$ cat src/design/adx_pkg.sv
`timescale 1ns / 1ps
package adx_pkg;

  localparam int PRICE_W        = 32;
  localparam int VAL_W          = 23;
  localparam int FRAC_W         = 16;
  localparam int RANGE_DAYS_DEF = 14;
  localparam int AVG_DAYS_DEF   = 6;

  // 100 percent with 16 fractional bits
  localparam logic [VAL_W-1:0] VAL_MAX = 23'd6553600;

  typedef struct packed {
    logic load_in;
    logic move;
    logic drop;
    logic add;
    logic prep;
    logic mul1;
    logic mul2;
    logic div_start;
    logic div_adx;
    logic dx_drop;
    logic dx_add;
    logic adx_push;
    logic out_load;
  } adx_cmd_t;

  typedef struct packed {
    logic first_bar;
    logic div_done;
  } adx_stat_t;

endpackage

$ cat src/design/adx_ctrl.sv
`timescale 1ns / 1ps
module adx_ctrl (
  input  logic               clk,
  input  logic               rst,
  input  logic               in_valid,
  output logic               in_ready,
  output logic               out_valid,
  input  logic               out_ready,
  output adx_pkg::adx_cmd_t  cmd,
  input  adx_pkg::adx_stat_t stat
);

  localparam logic [3:0] ST_IDLE    = 4'd0;
  localparam logic [3:0] ST_MOVE    = 4'd1;
  localparam logic [3:0] ST_DROP    = 4'd2;
  localparam logic [3:0] ST_ADD     = 4'd3;
  localparam logic [3:0] ST_PREP    = 4'd4;
  localparam logic [3:0] ST_MUL1    = 4'd5;
  localparam logic [3:0] ST_MUL2    = 4'd6;
  localparam logic [3:0] ST_DXDIV   = 4'd7;
  localparam logic [3:0] ST_DXWAIT  = 4'd8;
  localparam logic [3:0] ST_DXDROP  = 4'd9;
  localparam logic [3:0] ST_DXADD   = 4'd10;
  localparam logic [3:0] ST_ADXDIV  = 4'd11;
  localparam logic [3:0] ST_ADXPUSH = 4'd13;
  localparam logic [3:0] ST_DONE    = 4'd14;

  logic [3:0] state;
  logic [3:0] state_next;

  assign in_ready = (state == ST_IDLE);

  always_comb begin
    state_next = state;
    cmd        = '0;
    case (state)
      ST_IDLE: begin
        if (in_valid) begin
          cmd.load_in = 1'b1;
          state_next  = ST_MOVE;
        end
      end
      ST_MOVE: begin
        cmd.move   = 1'b1;
        state_next = stat.first_bar ? ST_DONE : ST_DROP;
      end
      ST_DROP: begin
        cmd.drop   = 1'b1;
        state_next = ST_ADD;
      end
      ST_ADD: begin
        cmd.add    = 1'b1;
        state_next = ST_PREP;
      end
      ST_PREP: begin
        cmd.prep   = 1'b1;
        state_next = ST_MUL1;
      end
      ST_MUL1: begin
        cmd.mul1   = 1'b1;
        state_next = ST_MUL2;
      end
      ST_MUL2: begin
        cmd.mul2   = 1'b1;
        state_next = ST_DXDIV;
      end
      ST_DXDIV: begin
        cmd.div_start = 1'b1;
        state_next    = ST_DXWAIT;
      end
      ST_DXWAIT: begin
        if (stat.div_done) state_next = ST_DXDROP;
      end
      ST_DXDROP: begin
        cmd.dx_drop = 1'b1;
        state_next  = ST_DXADD;
      end
      ST_DXADD: begin
        cmd.dx_add = 1'b1;
        state_next = ST_ADXDIV;
      end
      ST_ADXDIV: begin
        cmd.div_adx = 1'b1;
        state_next  = ST_ADXPUSH;
      end
      ST_ADXPUSH: begin
        cmd.adx_push = 1'b1;
        state_next   = ST_DONE;
      end
      ST_DONE: begin
        if (!out_valid || out_ready) begin
          cmd.out_load = 1'b1;
          state_next   = ST_IDLE;
        end
      end
      default: begin
        state_next = ST_IDLE;
      end
    endcase
  end

  always_ff @(posedge clk) begin
    if (rst) begin
      state     <= ST_IDLE;
      out_valid <= 1'b0;
    end else begin
      state <= state_next;
      if (cmd.out_load) begin
        out_valid <= 1'b1;
      end else if (out_ready) begin
        out_valid <= 1'b0;
      end
    end
  end

endmodule
$ cat config.mk
export PLATFORM = sky130hd
export DESIGN_NAME = adx_ctrl
export DESIGN_NICKNAME = d
export VERILOG_FILES = /design/src/design/adx_pkg.sv /design/src/design/adx_ctrl.sv
export SDC_FILE = /design/constraint.sdc
export NUM_CORES = 1
export LEC_CHECK = 0
export BUFFER_PORTS_ARGS = -buffer_cell sky130_fd_sc_hd__buf_2
export CORE_AREA = 2 2 39 41
export CTS_CLUSTER_SIZE = 14
export DETAILED_ROUTE_END_ITERATION = 12
export DIE_AREA = 0 0 41 43
export PLACE_DENSITY = 0.66
export SYNTH_ARGS = -nofsm -noshare
export SYNTH_HDL_FRONTEND = slang
export SYNTH_SLANG_ARGS = --single-unit
$ cat constraint.sdc
create_clock -name clk -period 1.37 [get_ports clk]
set_clock_uncertainty 0.1 [all_clocks]
set_input_delay 0.3425 -clock clk [delete_from_list [all_inputs] [get_ports clk]]
set_output_delay 0.3425 -clock clk [all_outputs]
set_load 0.005 [all_outputs]
Word level (Yosys, flattened, before mapping)
Cells that the tools add are included.
{"block": "word_totals", "reg_bits": 5, "out_inout_bits": 15, "inputBits": 6}
{"block": "classes", "muxes": 22, "n_eq_ne": 16, "n_reduce_logical": 5}
{"op": "$pmux 4 s14", "n": 1}
{"op": "$eq 4x4->1 const B", "n": 6}
{"op": "$mux 1", "n": 17}
{"op": "$eq 4x3->1 const B", "n": 4}
{"op": "$mux 4", "n": 4}
{"op": "$eq 4x2->1 const B", "n": 2}
{"op": "$ne 2x2->1 const B", "n": 3}
{"op": "$eq 4x1->1 const B", "n": 1}
{"op": "$logic_not 4->1", "n": 1}
{"op": "$reduce_and 3->1", "n": 1}
{"op": "$reduce_bool 2->1", "n": 1}
{"op": "$logic_not 1->1", "n": 1}
{"op": "$logic_or 1x1->1", "n": 1}

Longest topological paths before layout
{"block": "depth", "ltp_word": 5, "ltp_mapped": 5, "depth_no_buf": 4}

Worst setup path after synthesis
No wires, ideal clock.
{"block": "synth_timing", "path_kind": "flip-flop to output port", "startpoint": "reg state[1]", "endpoint": "out cmd[12] (netlist bit)", "stages_incl_launch_ff": 4, "path_slack_ns": -0.020, "arrival_time_ns": 0.948, "path_cell_list": "dfxtp_1 > or2_4 > nor3_1 > and2_1"}
{"element": "start, declared", "line_no": "adx_ctrl.sv:28", "rtl": "logic [3:0] state;"}
{"element": "start signal, assigned", "line_no": "adx_ctrl.sv:107", "rtl": "state <= state_next;"}
{"element": "end, declared", "line_no": "adx_ctrl.sv:9", "rtl": "output adx_pkg::adx_cmd_t cmd,"}

==> impl_metrics.tcl <==
set metrics [dict create \
    status "complete, but fails checks" \
    violations "setup timing" \
    yosys.cell_types.count 26 \
    worstRegToRegCells 6 \
    cts_tree "built" \
    antenna_found_initial 0 \
    yosys_warnings 0 \
    p_comb_share_pct 54.6 \
    cp.required_ps 930 \
    final-max-slew-violation-count 0 \
    port_buffers 20 \
    post-route-min-period_ps 1650 \
    placedCellCount 104 \
    gp_congestion 0.783 \
    synth.area.mux_share_pct 0 \
    final_hold_viol_count 0 \
    tightest_slew_ps 202 \
    clock_latency_ps 230 \
    place_hpwl_um 949 \
    crit_arrival_ps 1210 \
    p_leak_uw 0.000396 \
    hp-class "in -> reg" \
    fp.dieW_um 41 \
    synth_edf_count 0 \
    drt_iter0_drc 14 \
    rsz0062_at_grt "yes" \
    async_flop_share_pct 0 \
    synth_ff_type "dfxtp_1" \
    avgViaCountPerCell 5.03 \
    sequentialPowerShare_pct 25.2 \
    cts_made_buffers 3 \
    drc 0 \
    track_usage_pct 15.4 \
    grt_max_degree 9 \
    synth-compound-area-share_pct 23.5 \
    crit_fanout 3 \
    grt_pass1_vias 462 \
    critPathLaunch "state[2]" \
    layout_setup_ws_ps -281 \
    cts_max_path_buffers 2 \
    cp-end-kind "output port" \
    swShare_pct 34.7 \
    final_common_cell "buf_2" \
    synthSimpleGateAreaFrac_pct 43.5 \
    cts_root_buffer "clkbuf_4" \
    synth_xor_area_share_pct 0 \
    slowest_stage "dfxtp_4" \
    whs_path_depth 2 \
    setup_viol 16 \
    fp.dieArea_um2 1760 \
    synthCells 59 \
    num_vias 584 \
    crit_path_end "cmd[12]" \
    fmax_ghz 0.606 \
    final_cell_mix "buf_2 (19), buf_4 (18), nor2_1 (7), a21oi_1 (7)" \
    ir_drop_uv 428 \
    slew_headroom_pct 86.4 \
    ys_ff_latch 5 \
    wirelength_um 1380 \
    core-area_um2 1380 \
    crit-reg2reg-launch "state[2]" \
    place_ws_ps -63.2 \
    startpoint_type "register" \
    synth_top_family_by_area "simple AND/OR/NAND/NOR gates" \
    critPathKind "reg -> out" \
    detail-route-antenna-nets 0 \
    fin_nets 107 \
    grt_pass1_wl_um 1860 \
    syn_area_um2 420 \
    p_int_uw 530 \
    clk_pin_slew_worst_paths_ps 40 \
    synth-seq-area-share_pct 23.8 \
    r2r_slack_ps -10 \
    power_frac_clock_pct 20.2 \
    drive_above_1_share_pct 68.0 \
    floorplan.rows 14 \
    synth_fa_ha_area_share_pct 0 \
    start_util_pct 30.4 \
    maxCapViolCount 0 \
    h-tree-depth 1 \
    cts_sinks 5 \
    syn_to_final_growth_pct 91.7 \
    crit_path_cell_trace "or2_4 > nor3_4 > and2_1 > buf_2" \
    finalSetupTns_ps -2060 \
    boundaryPins 21 \
    diodes 0 \
    synth.avg_cell_area_um2 7.13 \
    period_share_pct 120 \
    overflow 0 \
    synth.net_count 65 \
    drt_pre_antenna_iters 4 \
    die-height_um 43 \
    switchingPower_uw 282 \
    wl_per_cell_um 11.9 \
    fin_cells 116 \
    worstReg2RegEnd "state[3]" \
    power.density_nw_per_um2 1010 \
    max_stage_delay_ps 340 \
]
[kinds of logic after synthesis]
| kind of cell | Yosys count |
|---|---|
| AO/OA/AOI/OAI | 14 |
| AND/OR/NAND/NOR | 34 |
| flip-flops | 5 |
| buffers and inverters | 6 |
[stage by stage]
stage	power [uW]	hold slack, ps	cell area [um^2]	utilization (%)
after CTS	728	249	733	53.0
after floorplan	367	312	425	-
after global routing	877	261	806	58.2
final	812	251	806	58.2
after detailed placement	490	506	612	44.2
after global placement	484	498	612	44.2
[synth_stat cells (2+ instances only)]
cell | instances | area (um^2)
a21oi_1 | 7 | 35.0
buf_4 | 2 | 15.0
dfxtp_1 | 5 | 100
inv_1 | 2 | 7.51
nand2_1 | 4 | 15.0
nand2b_1 | 5 | 31.3
nor2_1 | 11 | 41.3
nor3_1 | 5 | 25.0
[power groups by stage]
| stage | Clock, uW | Sequential [uW] | Combinational (uW) |
|---|---|---|---|
| 2_1_floorplan | 0 | 180 | 187 |
| 3_3_place_gp | 0 | 197 | 287 |
| 3_5_place_dp | 0 | 198 | 292 |
| 4_1_cts | 173 | 202 | 353 |
| 5_1_grt | 188 | 208 | 481 |
| 6_report | 164 | 205 | 444 |
[what timing repair did]
item                                    CTS  global route
endpoints found under the setup margin   15            16
buffers inserted                          4             4
hold buffers                              0             0
gates resized for setup                  19            11
pin swaps                                 4             4
[metal layers]
layer,vias up,global-route usage (%),share of wire (%)
met3,2,1.57,6.2
met5,-,0,0
li1,293,-,-
met2,26,25.9,50
met1,263,17.8,42
met4,0,8.00,0.94
[flip-flops by register name, summed over array words and instances, names as in the netlist]
signal	count
state	4
out_valid	1
[final cells by class]
cell class | instances | area, um^2
fillers | 120 | 578
multi-input cells | 48 | 362
repair buffers | 41 | 275
flip-flops and latches | 5 | 115
clock buffers | 4 | 26.3
well taps | 16 | 20.0
inverters | 2 | 7.51
[worst max-delay path: cells and delay by family, from the launching register on]
family | cells | cell delay, ps
buffers and inverters | 1 | 100
AND/OR/NAND/NOR | 3 | 530
flip-flops | 1 | 340
[worst min-delay path by stage]
stage | start | end | slack [ps]
6_report | rst | state[1] | 250
5_1_grt | rst | state[1] | 260
4_1_cts | rst | state[1] | 250
3_5_place_dp | rst | out_valid | 510
3_3_place_gp | rst | out_valid | 500
2_1_floorplan | rst | state[1] | 310
Power figures use the tool's default switching activity.
